File: src/rrag_pkg.sv
// Package for the raster rotation address generator.
// Holds the fixed field widths, the register index codes and the rotation type.
// No dependencies.
package rrag_pkg;

    localparam int CFG_DATA_W = 13;
    localparam int CFG_IDX_W  = 2;
    localparam int IDX_OUT_W  = 24;
    localparam int T8_W       = 8;
    localparam int T16_W      = 16;

    typedef logic [CFG_IDX_W-1:0] cfg_idx_t;

    localparam cfg_idx_t REG_SRC_WIDTH  = 2'd0;
    localparam cfg_idx_t REG_SRC_HEIGHT = 2'd1;
    localparam cfg_idx_t REG_ROTATION   = 2'd2;

    typedef enum logic [1:0] {
        ROT_0   = 2'd0,
        ROT_90  = 2'd1,
        ROT_180 = 2'd2,
        ROT_270 = 2'd3
    } rot_t;

endpackage

File: src/raster_rotation_address_generator.sv
// Raster rotation address generator: destination index of each source pixel for 0/90/180/270.
// Depends on rrag_pkg and rrag_pos_tracker.
// Input goes to the operand register, then the multiply-add result to the result register.
// Throughput: one pixel per cycle unless m_ready stalls; a waiting result leaves room for one.
// Reset (aresetn, synchronous, active low): width 1, height 1, no rotation, position at origin.
module raster_rotation_address_generator #(
    parameter int MAX_DIM = 4096
) (
    input  logic                                aclk,
    input  logic                                aresetn,
    input  logic                                cfg_wr_en,
    input  rrag_pkg::cfg_idx_t                  cfg_index,
    input  logic [rrag_pkg::CFG_DATA_W-1:0]     cfg_wdata,
    input  logic                                s_valid,
    output logic                                s_ready,
    input  logic [rrag_pkg::T8_W-1:0]           s_thresh8,
    input  logic [rrag_pkg::T16_W-1:0]          s_thresh16,
    output logic                                m_valid,
    input  logic                                m_ready,
    output logic [rrag_pkg::IDX_OUT_W-1:0]      m_dest_index,
    output logic [rrag_pkg::T8_W-1:0]           m_out8,
    output logic [rrag_pkg::T16_W-1:0]          m_out16,
    output logic                                m_last_pixel
);
    import rrag_pkg::*;

    localparam int DIM_W = $clog2(MAX_DIM + 1);
    localparam int CNT_W = $clog2(MAX_DIM);
    localparam int SUM_W = CNT_W + DIM_W + 1;

    logic [DIM_W-1:0] w_eff_reg;
    logic [DIM_W-1:0] h_eff_reg;
    rot_t             rot_reg;
    logic [DIM_W-1:0] wdata_eff;
    logic             cfg_hit;

    logic [CNT_W-1:0] op_a, op_add;
    logic [DIM_W-1:0] op_b;
    logic             op_last;

    logic             s_fire;
    logic             a_adv;
    logic             a_valid_reg;
    logic [CNT_W-1:0] a_mul_a_reg, a_add_reg;
    logic [DIM_W-1:0] a_mul_b_reg;
    logic             a_last_reg;
    logic [T8_W-1:0]  a_t8_reg;
    logic [T16_W-1:0] a_t16_reg;
    logic [SUM_W-1:0] idx_sum;

    // A zero dimension counts as one, anything above MAX_DIM as MAX_DIM.
    always_comb begin
        if (cfg_wdata == '0) begin
            wdata_eff = DIM_W'(1);
        end else if (32'(cfg_wdata) > MAX_DIM) begin
            wdata_eff = DIM_W'(MAX_DIM);
        end else begin
            wdata_eff = DIM_W'(cfg_wdata);
        end
    end

    always_comb begin
        case (cfg_index)
            REG_SRC_WIDTH, REG_SRC_HEIGHT, REG_ROTATION: cfg_hit = cfg_wr_en;
            default:                                     cfg_hit = 1'b0;
        endcase
    end

    always_ff @(posedge aclk) begin
        if (!aresetn) begin
            w_eff_reg <= DIM_W'(1);
            h_eff_reg <= DIM_W'(1);
            rot_reg   <= ROT_0;
        end else if (cfg_wr_en) begin
            case (cfg_index)
                REG_SRC_WIDTH:  w_eff_reg <= wdata_eff;
                REG_SRC_HEIGHT: h_eff_reg <= wdata_eff;
                REG_ROTATION:   rot_reg   <= rot_t'(cfg_wdata[1:0]);
                default: begin
                end
            endcase
        end
    end

    rrag_pos_tracker #(
        .MAX_DIM (MAX_DIM)
    ) u_pos (
        .aclk     (aclk),
        .aresetn  (aresetn),
        .clear    (cfg_hit),
        .advance  (s_fire),
        .w_eff    (w_eff_reg),
        .h_eff    (h_eff_reg),
        .rot      (rot_reg),
        .mul_a    (op_a),
        .mul_b    (op_b),
        .add_term (op_add),
        .last     (op_last)
    );

    // The operand stage moves on whenever the result register is empty or being drained.
    assign a_adv   = !m_valid || m_ready;
    assign s_ready = !a_valid_reg || a_adv;
    assign s_fire  = s_valid && s_ready;

    always_ff @(posedge aclk) begin
        if (!aresetn) begin
            a_valid_reg <= 1'b0;
            m_valid     <= 1'b0;
        end else begin
            if (s_fire) begin
                a_valid_reg <= 1'b1;
            end else if (a_adv) begin
                a_valid_reg <= 1'b0;
            end
            if (a_adv) begin
                m_valid <= a_valid_reg;
            end
        end
    end

    always_ff @(posedge aclk) begin
        if (s_fire) begin
            a_mul_a_reg <= op_a;
            a_mul_b_reg <= op_b;
            a_add_reg   <= op_add;
            a_last_reg  <= op_last;
            a_t8_reg    <= s_thresh8;
            a_t16_reg   <= s_thresh16;
        end
    end

    assign idx_sum = SUM_W'(a_mul_a_reg * a_mul_b_reg) + SUM_W'(a_add_reg);

    always_ff @(posedge aclk) begin
        if (a_adv && a_valid_reg) begin
            m_dest_index <= IDX_OUT_W'(idx_sum);
            m_out8       <= a_t8_reg;
            m_out16      <= a_t16_reg;
            m_last_pixel <= a_last_reg;
        end
    end

    // Effective dimensions never leave the range 1..MAX_DIM.
    assert property (@(posedge aclk) disable iff (!aresetn)
        (w_eff_reg != '0) && (32'(w_eff_reg) <= MAX_DIM)
        && (h_eff_reg != '0) && (32'(h_eff_reg) <= MAX_DIM))
        else $error("effective dimension out of range");

    // A stalled operand stage keeps its pixel.
    assert property (@(posedge aclk) disable iff (!aresetn)
        a_valid_reg && !a_adv |=> a_valid_reg && $stable(a_mul_a_reg)
        && $stable(a_add_reg) && $stable(a_t16_reg))
        else $error("operand stage lost a pixel under stall");

    // With both stages full and the output stalled, no input transfer may happen.
    assert property (@(posedge aclk) disable iff (!aresetn)
        a_valid_reg && m_valid && !m_ready |-> !s_fire)
        else $error("input transfer while pipeline full");

endmodule

File: src/rrag_pos_tracker.sv
// Source raster position counters and multiply-add operand selection.
// Depends on rrag_pkg for the rotation type.
// Operands are formed so that dest_index = mul_a * mul_b + add_term.
module rrag_pos_tracker #(
    parameter int MAX_DIM = 4096
) (
    input  logic                            aclk,
    input  logic                            aresetn,
    input  logic                            clear,
    input  logic                            advance,
    input  logic [$clog2(MAX_DIM+1)-1:0]    w_eff,
    input  logic [$clog2(MAX_DIM+1)-1:0]    h_eff,
    input  rrag_pkg::rot_t                  rot,
    output logic [$clog2(MAX_DIM)-1:0]      mul_a,
    output logic [$clog2(MAX_DIM+1)-1:0]    mul_b,
    output logic [$clog2(MAX_DIM)-1:0]      add_term,
    output logic                            last
);
    import rrag_pkg::*;

    localparam int DIM_W = $clog2(MAX_DIM + 1);
    localparam int CNT_W = $clog2(MAX_DIM);

    logic [CNT_W-1:0] row_reg, row_next;
    logic [CNT_W-1:0] col_reg, col_next;
    logic             end_col, end_row;
    logic [CNT_W-1:0] row_mirror, col_mirror;

    assign end_col = (DIM_W'(col_reg) == w_eff - DIM_W'(1));
    assign end_row = (DIM_W'(row_reg) == h_eff - DIM_W'(1));
    assign last    = end_col && end_row;

    // Mirrored positions always fit the counter width since they stay below the dimension.
    assign row_mirror = CNT_W'(h_eff - DIM_W'(1) - DIM_W'(row_reg));
    assign col_mirror = CNT_W'(w_eff - DIM_W'(1) - DIM_W'(col_reg));

    always_comb begin
        row_next = row_reg;
        col_next = col_reg;
        if (clear) begin
            row_next = '0;
            col_next = '0;
        end else if (advance) begin
            if (end_col) begin
                col_next = '0;
                row_next = end_row ? '0 : row_reg + CNT_W'(1);
            end else begin
                col_next = col_reg + CNT_W'(1);
            end
        end
    end

    always_ff @(posedge aclk) begin
        if (!aresetn) begin
            row_reg <= '0;
            col_reg <= '0;
        end else begin
            row_reg <= row_next;
            col_reg <= col_next;
        end
    end

    always_comb begin
        case (rot)
            ROT_90: begin
                mul_a    = col_reg;
                mul_b    = h_eff;
                add_term = row_mirror;
            end
            ROT_180: begin
                mul_a    = row_mirror;
                mul_b    = w_eff;
                add_term = col_mirror;
            end
            ROT_270: begin
                mul_a    = col_mirror;
                mul_b    = h_eff;
                add_term = row_reg;
            end
            default: begin
                mul_a    = row_reg;
                mul_b    = w_eff;
                add_term = col_reg;
            end
        endcase
    end

endmodule

File: config.mk
export PLATFORM = sky130hd
export DESIGN_NAME = raster_rotation_address_generator
export DESIGN_NICKNAME = d
export VERILOG_FILES = /design/src/rrag_pkg.sv /design/src/raster_rotation_address_generator.sv /design/src/rrag_pos_tracker.sv
export SDC_FILE = /design/constraint.sdc
export NUM_CORES = 1
export LEC_CHECK = 0
export ABC_AREA = 1
export BUFFER_PORTS_ARGS = -buffer_cell sky130_fd_sc_hd__buf_2
export CORE_AREA = 5 5 172 174
export DETAILED_ROUTE_END_ITERATION = 8
export DIE_AREA = 0 0 177 179
export PLACE_DENSITY = 0.68
export SLEW_MARGIN = 20
export SYNTH_ARGS = -nofsm -noshare
export SYNTH_HDL_FRONTEND = slang
export SYNTH_SLANG_ARGS = --single-unit
export TNS_END_PERCENT = 30
File: constraint.sdc
create_clock -name aclk -period 6.2 [get_ports aclk]
set_clock_uncertainty 0.1 [all_clocks]
set_input_delay 1.24 -clock aclk [delete_from_list [all_inputs] [get_ports aclk]]
set_output_delay 1.24 -clock aclk [all_outputs]
set_load 0.005 [all_outputs]
**Word-level counts from Yosys, hierarchy flattened**

Index checks and enable logic that the tools add are counted.

- Flip-flop bits (word level): 165
- Latch bits: 0
- Bits in writable memories: 0
- Bits in read-only memories: 0
- Bits of input ports: 44
- Output and inout bits: 51
- Word-level logic and storage cells: 61
- Memories: 0

- $add $sub $neg: 7
- Multiply operators: 1
- Divide/modulo/power cells: 0
- Magnitude comparators: 1
- Equal/unequal tests: 7
- Shift operators: 0
- Mux-type cells: 10
- Bitwise logic cells: 1
- Reduce and logical (&&, ||, !) cells: 17

Operators by type and width:

| cell | number |
|---|---|
| $pmux 12 s3 | 2 |
| $mux 13 | 3 |
| $eq 12x13->1 | 2 |
| $sub 13x1->13 const B | 2 |
| $add 12x1->12 const B | 2 |
| $add 24x12->24 | 1 |
| $mul 12x13->24 | 1 |
| $mux 12 | 2 |
| $sub 12x12->12 | 2 |
| $gt 13x13->1 const B | 1 |
| $logic_not 13->1 | 1 |
| $reduce_and 2->1 | 4 |
| $eq 2x2->1 const B | 3 |
| $eq 2x1->1 const B | 2 |
| $reduce_or 2->1 | 2 |
| $logic_and 1x1->1 | 3 |
| $mux 1 | 3 |
| $reduce_or 3->1 | 1 |
| $logic_not 1->1 | 2 |
| $logic_not 2->1 | 1 |
| $logic_or 1x1->1 | 2 |
| $reduce_bool 2->1 | 1 |
| $not 1->1 | 1 |

**Depth between registers and ports, before layout**

Gate-level depths: netlist of run 1.

- Word-level depth: 5
- Depth in mapped cells: 22
- Mapped depth without buffers: 21

**By module**

Synthesis of run 1 repeated with hierarchy kept, for this count alone.

- Cell total of the unflattened synthesis: 1800
- Area total of the unflattened synthesis: 14345.0 um^2

Modules (own cells, without submodules):

| module | instances | cells an instance | area each (um^2) | sequential area each (um^2) |
|---|---|---|---|---|
| raster_rotation_address_generator | 1 | 1152 | 10587.7 | 3933.8 |
| rrag_pos_tracker | 1 | 648 | 3757.4 | 480.5 |

**Worst setup path before layout of run 1**

OpenSTA, ideal clock, no wires.

- Path kind: flip-flop to flip-flop
- Start point: register a_mul_a_reg[0]
- End point: register m_dest_index[18] in the netlist's numbering (data pin)
- Data arrival time: 4565 ps
- Required time: 5840 ps
- Setup slack: 1275 ps
- Cell stages (with the launch flop): 21
- Buffers on the path: 1
- Period minus slack after synthesis: 4925 ps
- Cells stage by stage: edfxtp_1 > clkbuf_1 > nand2_1 > inv_1 > fa_1 > inv_1 > fa_1 > inv_1 > fa_1 > inv_1 > fa_1 > fa_1 > inv_1 > ha_1 > nand2_1 > o21ai_0 > nor2_1 > o21ai_0 > nand3_1 > nand2_1 > xor2_1

- Word-level cells in the longest chain between the ends: 2

RTL lines:

| item | RTL line | RTL |
|---|---|---|
| start, declared | raster_rotation_address_generator.sv:44 | `logic [CNT_W-1:0] a_mul_a_reg, a_add_reg;` |
| start signal, assigned | raster_rotation_address_generator.sv:124 | `a_mul_a_reg <= op_a;` |
| $mul 12x13->24 | raster_rotation_address_generator.sv:133 | `assign idx_sum = SUM_W'(a_mul_a_reg * a_mul_b_reg) + SUM_W'(a_add_reg);` |
| $add 24x12->24 | raster_rotation_address_generator.sv:133 |  |
| named net idx_sum[18] | raster_rotation_address_generator.sv:49 | `logic [SUM_W-1:0] idx_sum;` |
| end signal, assigned | raster_rotation_address_generator.sv:137 | `m_dest_index <= IDX_OUT_W'(idx_sum);` |
| end, declared | raster_rotation_address_generator.sv:20 | `output logic [rrag_pkg::IDX_OUT_W-1:0] m_dest_index,` |

The timed path passes the listed nets, and every way through them passes these cells.
A chain may end at the register's enable or synchronous reset.

**Final worst setup path of run 1**

Same ends and word-level chain as after synthesis.

==> results of run 1 <==
==> critical path, stage by stage (launching register included) <==
cell	delay [ps]
edfxtp_1	580
nand2_1	140
inv_1	60
fa_1	530
inv_1	50
fa_1	470
inv_1	50
fa_1	490
inv_1	50
fa_1	480
fa_1	540
inv_1	40
ha_1	380
nand2_1	90
o21ai_0	270
nor2_1	130
o21ai_0	290
nand3_1	120
nand2_1	90
xor2_1	60
==> layout make-up <==
type	count	area, sq um	area share, %
clock buffers	17	425	2.80
well taps	378	473	3.11
multi-input cells	1061	7810	51.3
clock inverters	15	188	1.23
flip-flops and latches	165	4410	29.0
inverters	370	1390	9.13
repair buffers	100	515	3.39
==> layout by cell type (no fill, tap or decap), types with 4 or more instances in the layout <==
cell / n
a21o_1: 6
buf_2: 94
o21bai_1: 7
o2111ai_1: 7
fa_1: 122
a21oi_1: 70
dfxtp_1: 54
nor4_1: 6
buf_4: 6
nor2_2: 7
nand2_2: 6
nor3_2: 5
nor2_1: 83
nand2_1: 372
xor2_1: 46
ha_1: 94
nand4_1: 24
nor3_1: 20
inv_1: 365
nor2_4: 4
nand3_1: 57
xnor2_1: 18
edfxtp_1: 111
inv_2: 5
clkbuf_16: 17
o21ai_0: 71
==> cells by family after synthesis <==
group / after synthesis / synth area share [%]
and+or+nand+nor: 599 / 18.8
xor gates and xnor gates: 64 / 4.07
AOI/OAI and AO/OA: 182 / 7.40
buffers and inverters: 414 / 11.4
adders and majority gates: 216 / 26.3
DFF: 165 / 32.1
==> per-stage QoR <==
step | cells | util [%] | total power [W] | setup WS (ps) | instance area (sq um)
global route | 2106 | 55.1 | 0.00519 | 615 | 15200
floorplan | 1640 | - | 0.00312 | 1280 | 13800
finish | 2106 | 55.1 | 0.00476 | 957 | 15200
global placement | 2074 | 52.8 | 0.00364 | 1010 | 14600
CTS | 2106 | 55.0 | 0.00479 | 947 | 15200
detailed placement | 2074 | 52.8 | 0.00366 | 955 | 14600
==> synthesized netlist by cell type (all sizes together) <==
| master | instances | share of area [%] |
|---|---|---|
| a211oi | 3 | 0.16 |
| fa | 122 | 18 |
| dfxtp | 54 | 7.9 |
| xor2 | 46 | 2.9 |
| xnor2 | 18 | 1.1 |
| a21boi | 2 | 0.11 |
| nand4 | 24 | 1.1 |
| a31oi | 3 | 0.14 |
| nor3 | 27 | 1.2 |
| ha | 94 | 8.5 |
| a21o | 6 | 0.33 |
| o21a | 3 | 0.16 |
| nor2 | 94 | 2.9 |
| o2111ai | 7 | 0.45 |
| a21oi | 71 | 2.6 |
| or2 | 4 | 0.18 |
| nand3b | 1 | 0.055 |
| nor3b | 2 | 0.11 |
| buf | 3 | 0.15 |
| a221oi | 3 | 0.19 |
| nor4 | 6 | 0.27 |
| o21ai | 75 | 2.8 |
| o22ai | 2 | 0.091 |
| o21bai | 7 | 0.38 |
| clkbuf | 41 | 1.1 |
| inv | 370 | 10 |
| edfxtp | 111 | 24 |
| nand2 | 381 | 11 |
| nand3 | 60 | 2.3 |
==> worst paths after layout <==
kind,start,endpoint,depth (start not counted)
setup / recovery,a_mul_a_reg[0]$_DFFE_PP_,m_dest_index[18]$_DFFE_PP_,19
hold / removal,a_t16_reg[12]$_DFFE_PP_,m_out16[12]$_DFFE_PP_,0
setup reg to reg,a_mul_a_reg[0]$_DFFE_PP_,m_dest_index[18]$_DFFE_PP_,19
hold reg to reg,a_t16_reg[12]$_DFFE_PP_,m_out16[12]$_DFFE_PP_,0
==> power groups by stage <==
stage	Sequential [W]	Clock, W	Combinational (W)
floorplan	0.00145	0	0.00167
global placement	0.00148	0	0.00216
detailed placement	0.00148	0	0.00217
CTS	0.00146	0.00113	0.00220
global route	0.00147	0.00118	0.00254
finish	0.00146	0.00111	0.00219
==> routing by layer <==
metal / global-route usage (%) / vias to the layer above / part of all wire [%]
met5: 0 / - / 0
met4: 7.19 / 0 / 3.0
met3: 3.33 / 63 / 5.4
met2: 37.4 / 307 / 49
met1: 27.4 / 5086 / 43
li1: - / 5266 / -
==> metrics.md, run 1 <==
| Metric | Value |
|---|---|
| Outcome | finished, final reports clean |
| Detail-routed net length per standard cell | 15.5 microns |
| GRT Resource Usage Total | 21.4% |
| Final setup fails | 0 |
| Largest net degree at the start of global routing | 50 |
| Clk Latency, worst-skew pair | 440 ps |
| Routability Congestion | 0.915 |
| Required @ worst endpoint | approximately 6300 ps |
| Die outline height | 179 microns |
| Combinational group share of total power | 46.1% |
| Register clock-pin slew on the reported worst setup and hold paths | about 70 ps |
| Cell at the root of the clock tree | clkbuf_16 |
| Total of flip-flops plus latches after synthesis | 165 |
| Switching Share | about two fifths |
| Internal | between 0.002 and 0.003 W |
| Pre-antenna DRT Iters | 7 |
| Starting DRT DRC Count | ~950 |
| Initial antenna violation count | 0 |
| CTS Hold Bufs | 0 |
| Kind of critical path | register to register |
| Detail Route Antenna Nets | 0 |
| Accumulated negative setup slack | 0 ps |
| First-pass GRT wire length | 53900 microns |
| Post-CTS setup-driven buffer insertion count | 0 |
| Horizontal die dimension | 177 microns |
| Headroom to the max-slew limit | about 48% |
| Per-instance average area after synthesis | 8.39 sq um |
| Number of nets produced by synthesis | 1900 |
| Num rows | around 60 |
| IO Count | 95 |
| Die Outline Area | 31700 sq um |
| Fraction of layout instances using a drive strength above 1 | 9.90% |
| Power per standard cell area | 313 nW/um^2 |
| Post-cts resize count | 0 |
| Seq pwr share | 30.7% |
| Setup slack on the worst flop-to-flop path | around 960 ps |
| Via count | around 11000 |
| Peak clock frequency supported by timing | 0.191 GHz |
| Number of buffers added by the clock tree synthesis step | 17 |
| DR vias/cell | 5.09 |
| Sinks on the clock net | 165 |
| Sort of element at the start of the critical path | register |
| Min-Delay Path Class | register to register |
| Final WL | 32600 microns |
| Sequential fraction of the synthesis area | approximately a third |
| Maxcap violations | 0 |
| Max IR drop VDD | 0.157 mV |
| Global-route congestion overflow total | 0 |
| Biggest fanout along the worst timing path | 13 |
| Buffers from clock root to sink, at most | 2 |
| Residual DRC count | 0 |
| Initial cell density of the core | roughly half |
| Critical Path AT | 5330 ps |
| Number of global-route vias before repair | roughly 11000 |
| HPWL after DPL | 26300 microns |
| Mapped Area | roughly 14000 sq um |
| Transition at the pin with the smallest max-transition slack | just under 800 ps |
| Layout Area Growth over Synthesis | 10.6% |
| Number of filler instances in the final layout | 2557 |
| Leakage Power | 7.58 nW |
| Synthesized netlist cell count | 1640 |
| Warnings from Yosys | 0 |
| Count of antenna diodes in the layout | 0 |
| Net Sw Power | 0.00194 W |
| Input/output buffers | 94 |
| Unrepaired setup endpoints after global routing | no |
| Worst hold slack across all endpoints | 320 ps |
| Portion of total power attributed to the clock network | between 20% and 30% |
| CTS tree | yes |
| Count of final max-slew check failures | 0 |
| CTS H-tree lvls | 4 |
| Total core area | 27600 sq um |
| Final critical path time including I/O delays and setup | 5240 ps |
| Type of destination of the critical path | register |
| Final hold violations | 0 |
| Final worst-path cycle share | 84.6% |
| Total number of nets in the final design | 1975 |
| Distinct cell type count of the synthesized netlist | 42 |
| Number of flip-flops in the largest register | 24 |
No activity file was read; power rests on OpenSTA's default activity.
==> inputs of run 2 (changes only) <==
- ABC_AREA: 1 -> 0
- CORE_AREA: 5 5 172 174 -> 5 5 170 172
- DIE_AREA: 0 0 177 179 -> 0 0 175 177
- clock period: 6.2 -> 5 ns (I/O delays scaled with it)
==> metrics.md, run 2 <==
| Metric | Value |
|---|---|
| Dominant combinational cell family by area after synthesis | adder cells |
| Critical Path AT | 5460 ps (+130 ps) |
| Most repeated library cell on the critical path | fa_1 |
| Power per standard cell area | 343 nW/um^2 (+9.7%) |
| Residual DRC count | 0 (unchanged) |
| Outcome | complete, but fails checks |
| Final critical path time including I/O delays and setup | 5370 ps (+122 ps) |
| Sort of element at the start of the critical path | register |
| Final worst-path cycle share | 107% (+23 points) |
| Combinational group share of total power | 43.4% (-2.7 points) |
| Number of flip-flops in the largest register | 24 (unchanged) |
| Proportion of synthesized flip-flops having asynchronous set or reset | 0% (unchanged) |
| GRT met3 Usage | 2.29% (-1.0 points) |
| Failing checks | setup timing |
| Cell at the root of the clock tree | clkbuf_16 |
| Internal | 0.00346 W (+23%) |
| Pre-antenna DRT Iters | 6 (-1) |
| Net Sw Power | 0.00190 W (-1.9%) |
| Most common cell in the netlist | inv_1 |
| Synth Area in Compound Gates | 7.40% (about the same) |
| Biggest fanout along the worst timing path | 5 (-8) |
| Type of destination of the critical path | register |
| Peak clock frequency supported by timing | 0.186 GHz (-2.3%) |
| Largest net degree at the start of global routing | 50 (unchanged) |
| GRT Resource Usage Total | 19.6% (-1.8 points) |
| Warnings from Yosys | 0 (unchanged) |
| Simple logic cell fraction of the synthesized area | 15.1% (-3.7 points) |
| Clk Latency, worst-skew pair | 430 ps (about the same) |
| Mux share of post-synthesis cell area | 4.82% (+4.8 points) |
| Layout Area Growth over Synthesis | 16.3% |
| Sequential fraction of the synthesis area | 32.9% (+0.78 points) |
| Most frequent standard cell in the layout excluding fill and tap cells | inv_1 |
| Buffers from clock root to sink, at most | 2 (unchanged) |
| Synthesized netlist cell count | 1312 (-20%) |
| Switching Share | 35.5% (-5.3 points) |
| Leading cell types in the layout, fill and taps excluded | 221 x inv_1, 157 x nand2_1, 121 x fa_1 |
| Adder-cell share of the synthesized area | 26.9% (+0.64 points) |
| Seq pwr share | 31.5% (+0.8 points) |
| Die outline height | 177 microns (-1.1%) |
| Input/output buffers | 94 (unchanged) |
| Total of flip-flops plus latches after synthesis | 165 (unchanged) |
| Initial antenna violation count | 0 (unchanged) |
| Maxcap violations | 0 (unchanged) |
| Routability Congestion | 0.950 (+3.7%) |
| Via count | 9545 (-11%) |
| HPWL after DPL | 23200 microns (-12%) |
| Worst setup slack after layout | -365 ps (-1320 ps) |
| First-pass GRT wire length | 49200 microns (-8.8%) |
| Global-route congestion overflow total | 0 (unchanged) |
| Yosys top cell by area | edfxtp_1 |
| Sinks on the clock net | 165 (unchanged) |
| Final WL | 29400 microns (-9.7%) |
| Instance area after placement | 14900 sq um (+1.9%) |
| Area fraction of the dominant cell type after synthesis | 24.8% (+0.59 points) |
| Largest cells by area after synthesis | edfxtp_1 25%, fa_1 18%, ha_1 8.8% |
| CTS H-tree lvls | 4 (unchanged) |
| IO Count | 95 (unchanged) |
| Leading post-synthesis cells by instance count | 224 x inv_1, 159 x nand2_1, 122 x fa_1 |
| Final hold violations | 0 (unchanged) |
| Cell area after layout | 15600 sq um (+2.7%) |
| Busiest metal layer after global routing | met2 |
| Detail Route Antenna Nets | 0 (unchanged) |
| Chain of cells forming the critical path | buf_6 > and2_4 > fa_1 > inv_1 > fa_1 > inv_1 > fa_1 > fa_1 > inv_1 > fa_1 > inv_2 > ha_4 > a211o_1 > o311a_1 > a221o_1 > a21oi_1 > o21bai_1 > xor2_1 |
| Number of nets produced by synthesis | 1572 (-17%) |
| Global-route met2 utilization | 33.9% (-3.5 points) |
| Unrepaired setup endpoints after global routing | yes |
| Portion of total power attributed to the clock network | 25.1% (+1.8 points) |
| Count of antenna diodes in the layout | 0 (unchanged) |
| Detail-routed net length per standard cell | 16.1 microns (+3.9%) |
| Distinct cell type count of the synthesized netlist | 64 (+52%) |
| Number of buffers added by the clock tree synthesis step | 17 (unchanged) |
| CTS tree | yes |
| Initial cell density of the core | 49.2% (-0.64 points) |
| CTS Hold Bufs | 0 (unchanged) |
| Top_reg_cell synth | edfxtp_1 |
| Mapped Area | 13400 sq um (-2.4%) |
| Transition at the pin with the smallest max-transition slack | 673 ps (-101 ps) |
| Num rows | 61 (unchanged) |
| Worst hold slack across all endpoints | 315 ps (-5.82 ps) |
| Min-Delay Path Class | register to register |
| Leakage Power | 6.93 nW (-8.5%) |
| Headroom to the max-slew limit | 55.1% (+6.8 points) |
| Fraction of layout instances using a drive strength above 1 | 19.8% (+9.9 points) |
| Kind of critical path | register to register |
| Register clock-pin slew on the reported worst setup and hold paths | 80 ps (about the same) |
| Required @ worst endpoint | 5090 ps (-1200 ps) |
| Die Outline Area | 31000 sq um (-2.2%) |
| Slowest cell delay on critical path | 530 ps (-50 ps) |
| Max IR drop VDD | 0.192 mV (+22%) |
| DR vias/cell | 5.22 (+2.5%) |
| Total number of nets in the final design | 1730 (-12%) |
| Per-instance average area after synthesis | 10.2 sq um (+22%) |
| Starting DRT DRC Count | 504 (-47%) |
| Fraction of met1 tracks used by global routing | 26.1% (-1.3 points) |
| Count of flip-flops with a built-in enable after synthesis | 111 (unchanged) |
| Number of global-route vias before repair | 9984 (-7.1%) |
| Horizontal die dimension | 175 microns (-1.1%) |
| Total core area | 27300 sq um (-1.1%) |
| Accumulated negative setup slack | -2210 ps (-2210 ps) |
| Area share of xor/xnor cells in the synthesized design | 5.22% (+1.1 points) |
| Final setup fails | 10 (+10) |
| Count of final max-slew check failures | 0 (unchanged) |
| Slowest stage cell, crit path | fa_1 |
[run 2: cell types whose count changed after synthesis, sizes merged, moves of 47 or more]
cell	previous run	this run
nand2	381	159
nor2	94	38
and2	0	79
o21ai	75	28
nand3	60	13
inv	370	224
[run 2: layout make-up]
cell class	count	area (sq um)
Inverter	224	841
Clock inverter	15	180
Sequential cell	165	4420
Fill cell	2348	11700
Clock buffer	17	425
Tap cell	346	433
Timing Repair Buffer	187	1190
Multi-Input combinational cell	875	8130
[run 2: metal layers]
layer,up-vias,routed length [microns]
li1,4616,-
met1,4618,13000
met2,263,14400
met3,48,1240
met4,0,771
met5,-,0
[run 2: worst max-delay path: cells and delay by family (launching register included)]
kind	cells	cell delay, ps
XOR/XNOR	1	140
AND/OR/NAND/NOR	1	150
buffers and inverters	5	340
AO/OA/AOI/OAI	5	1300
adder cells (fa/ha/maj)	6	2690
flip-flops	1	410
[run 2: cells by family after synthesis]
kind of cell	count (synthesis)
buffers and inverters	272
adder cells (fa/ha/maj)	216
XOR/XNOR	77
AO/OA/AOI/OAI	151
multiplexers	37
flip-flops	165
AND/OR/NAND/NOR	394
[run 2: per-stage QoR]
stage / util, % / setup slack, ps / cells / power (W)
6_report: 57.2 / -365 / 1829 / 0.00536
5_1_grt: 57.2 / -565 / 1829 / 0.00576
4_1_cts: 57.0 / -346 / 1828 / 0.00535
3_5_place_dp: 54.4 / -428 / 1789 / 0.00396
3_3_place_gp: 54.4 / -297 / 1789 / 0.00389
2_1_floorplan: - / -119 / 1312 / 0.00321
[run 2: power by group through the flow]
| stage | logic, W | clock network, W | registers, W |
|---|---|---|---|
| final | 0.00232 | 0.00135 | 0.00169 |
| after global routing | 0.00264 | 0.00142 | 0.00170 |
| after CTS | 0.00229 | 0.00137 | 0.00169 |
| after detailed placement | 0.00224 | 0 | 0.00172 |
| after global placement | 0.00217 | 0 | 0.00172 |
| after floorplan | 0.00149 | 0 | 0.00172 |
[run 2: path summary, 6_finish.rpt]
| kind | from | endpoint | slack (ps) | cells past startpoint |
|---|---|---|---|---|
| worst min-delay path | a_t8_reg[4]$_DFFE_PP_ | m_out8[4]$_DFFE_PP_ | 310 | 0 |
| worst max-delay path | a_mul_a_reg[0]$_DFFE_PP_ | m_dest_index[20]$_DFFE_PP_ | -370 | 18 |
| worst min register to register | a_t8_reg[4]$_DFFE_PP_ | m_out8[4]$_DFFE_PP_ | 310 | 0 |
| worst max register to register | a_mul_a_reg[0]$_DFFE_PP_ | m_dest_index[20]$_DFFE_PP_ | -370 | 18 |
[run 2: what timing repair did]
action | 4_1_cts | 5_1_grt
setup endpoints to repair | 11 | 14
buffers inserted | 7 | 1
pin swaps | 16 | 3
gates resized for setup | 10 | 15
==> inputs of run 3 (changes only) <==
- CORE_AREA: 5 5 170 172 -> 5 5 190 192
- DIE_AREA: 0 0 175 177 -> 0 0 195 197
- PLACE_DENSITY: 0.68 -> default
- clock period: 5 -> 5.7 ns (I/O delays scaled with it)
==> metrics.md, run 3 (synthesis results as in run 2) <==
| Metric | Value |
|---|---|
| Outcome | finished, final reports clean |
| Final worst-path cycle share | 96.5% (-11 points) |
| Number of global-route vias before repair | 9450 (-5.3%) |
| Slowest stage cell, crit path | fa_1 |
| Worst hold slack across all endpoints | 322 ps (+7.71 ps) |
| Slowest cell delay on critical path | 540 ps (about the same) |
| Clk Latency, worst-skew pair | 450 ps (+20 ps) |
| Count of final max-slew check failures | 0 (unchanged) |
| Cell at the root of the clock tree | clkbuf_16 |
| Final setup fails | 0 (-10) |
| Number of flip-flops in the largest register | 24 (unchanged) |
| Initial antenna violation count | 0 (unchanged) |
| Initial cell density of the core | 39.3% (-9.9 points) |
| Total number of nets in the final design | 1681 (-2.8%) |
| Unrepaired setup endpoints after global routing | no |
| Type of destination of the critical path | register |
| Pre-antenna DRT Iters | 5 (-1) |
| GRT Resource Usage Total | 16.2% (-3.5 points) |
| Count of antenna diodes in the layout | 0 (unchanged) |
| Max IR drop VDD | 0.226 mV (+18%) |
| Input/output buffers | 94 (unchanged) |
| Buffers from clock root to sink, at most | 2 (unchanged) |
| Final WL | 30300 microns (+2.8%) |
| Layout Area Growth over Synthesis | 14.1% |
| Start point of the critical path | a_mul_a_reg[1]$_DFFE_PP_ |
| Headroom to the max-slew limit | 42.2% (-13 points) |
| Detail Route Antenna Nets | 0 (unchanged) |
| Required @ worst endpoint | 5800 ps (+710 ps) |
| Global-route congestion overflow total | 0 (unchanged) |
| CTS Hold Bufs | 0 (unchanged) |
| Transition at the pin with the smallest max-transition slack | 862 ps (+188 ps) |
| Launch instance of the worst min-delay path | a_t16_reg[15]$_DFFE_PP_ |
| CTS tree | yes |
| Routability Congestion | 0.918 (-3.4%) |
| Number of buffers added by the clock tree synthesis step | 17 (unchanged) |
| Die outline height | 197 microns (+11%) |
| CTS H-tree lvls | 4 (unchanged) |
| Number of cells on the worst hold path | 0 (unchanged) |
| Starting DRT DRC Count | 399 (-21%) |
| Reg-to-reg startpoint | a_mul_a_reg[1]$_DFFE_PP_ |
| Leakage Power | 6.70 nW (-3.4%) |
| Largest net degree at the start of global routing | 55 (+10%) |
| First-pass GRT wire length | 49500 microns (+0.58%) |
| DR vias/cell | 4.90 (-6.1%) |
| Sort of element at the start of the critical path | register |
| Most frequent standard cell in the layout excluding fill and tap cells | inv_1 |
| HPWL after DPL | 24000 microns (+3.5%) |
| Logic depth of the worst register-to-register path | 18 (unchanged) |
| Detail-routed net length per standard cell | 16.0 microns (-0.48%) |
| Maxcap violations | 0 (unchanged) |
| Worst setup slack after layout | 200 ps (+565 ps) |
| Min-Delay Path Class | register to register |
| Die Outline Area | 38400 sq um (+24%) |
| Final hold violations | 0 (unchanged) |
| Final critical path time including I/O delays and setup | 5500 ps (+135 ps) |
| Via count | 9252 (-3.1%) |
| Horizontal die dimension | 195 microns (+11%) |
| Chain of cells forming the critical path | buf_4 > and2_1 > fa_1 > inv_1 > fa_1 > inv_1 > fa_1 > fa_1 > inv_1 > fa_1 > inv_1 > ha_1 > a21o_1 > a21oi_2 > o211ai_1 > a31o_2 > o22a_1 > a311o_1 |
| Pre-CTS setup slack | 55.7 ps (+484 ps) |
| Num rows | 68 (+11%) |
| Peak clock frequency supported by timing | 0.182 GHz (-2.5%) |
| Critical Path AT | 5600 ps (+140 ps) |
| Residual DRC count | 0 (unchanged) |
| Most repeated library cell on the critical path | fa_1 |
| Fraction of layout instances using a drive strength above 1 | 16.1% (-3.7 points) |
| Leading cell types in the layout, fill and taps excluded | 224 x inv_1, 159 x nand2_1, 121 x fa_1 |
| Register clock-pin slew on the reported worst setup and hold paths | 80 ps (about the same) |
| Kind of critical path | register to register |
| IO Count | 95 (unchanged) |
| Sinks on the clock net | 165 (unchanged) |
| Accumulated negative setup slack | 0 ps (+2210 ps) |
| Power per standard cell area | 289 nW/um^2 (-16%) |
| Total core area | 34200 sq um (+25%) |
| Biggest fanout along the worst timing path | 7 (+2) |
-- run 3: cell types whose count changed in the layout (fill, tap and decap cells not counted), moves of 3 or more --
cell,previous run,this run
inv_2,3,0
buf_4,87,42
ha_1,88,91
inv_1,221,224
buf_6,4,1
clkinvlp_4,3,0
inv_6,0,3
-- run 3: what timing repair did --
| item | in CTS | in global routing |
|---|---|---|
| buffers inserted | 0 | 21 |
| gates resized for setup | 0 | 15 |
| setup endpoints to repair | 0 | 7 |
-- run 3: layout make-up --
type	count	area, sq um
flip-flops and latches	165	4420
clock inverters	15	186
inverters	224	841
clock buffers	17	425
fillers	3299	18900
well taps	455	569
multi-input cells	875	8070
repair buffers	138	817
-- run 3: worst paths after layout --
check,endpoint,slack (ps)
worst max-delay path,m_dest_index[21]$_DFFE_PP_,200
worst min-delay path,m_out16[15]$_DFFE_PP_,320
worst max register to register,m_dest_index[21]$_DFFE_PP_,200
worst min register to register,m_out16[15]$_DFFE_PP_,320
-- run 3: through the flow --
stage          std cells  power [W]  utilization (%)  instance area [sq um]
4_1_cts             1868    0.00442             44.1                  15100
2_1_floorplan       1312    0.00275                -                  13400
5_1_grt             1889    0.00479             44.8                  15300
6_report            1889    0.00443             44.8                  15300
3_5_place_dp        1836    0.00320             42.3                  14500
3_3_place_gp        1836    0.00315             42.3                  14500
-- run 3: routing by layer --
layer  routed length [microns]  part of all wire, %  vias to the layer above  GRT usage, %
li1                          -                    -                     4515             -
met1                     13800                   46                     4540          21.7
met2                     14600                   48                      158          26.6
met3                      1210                  4.0                       39          3.20
met4                       663                  2.2                        0          5.22
met5                         0                    0                        -             0
-- run 3: where the power goes --
part / switching [W] / leakage [nW] / internal (W)
logic: 0.000971 / 4.88 / 0.000782
clock network: 0.000599 / 0.298 / 0.000601
registers: 0.0000427 / 1.52 / 0.00144
total: 0.00161 / 6.70 / 0.00282
-- run 3: critical path, delay by kind of cell (launching register included) --
family / cells / cell delay (ps)
adder cells (fa/ha/maj): 6 / 2680
AND/OR/NAND/NOR: 1 / 160
flip-flops: 1 / 510
buffers and inverters: 5 / 380
AO/OA/AOI/OAI: 6 / 1420
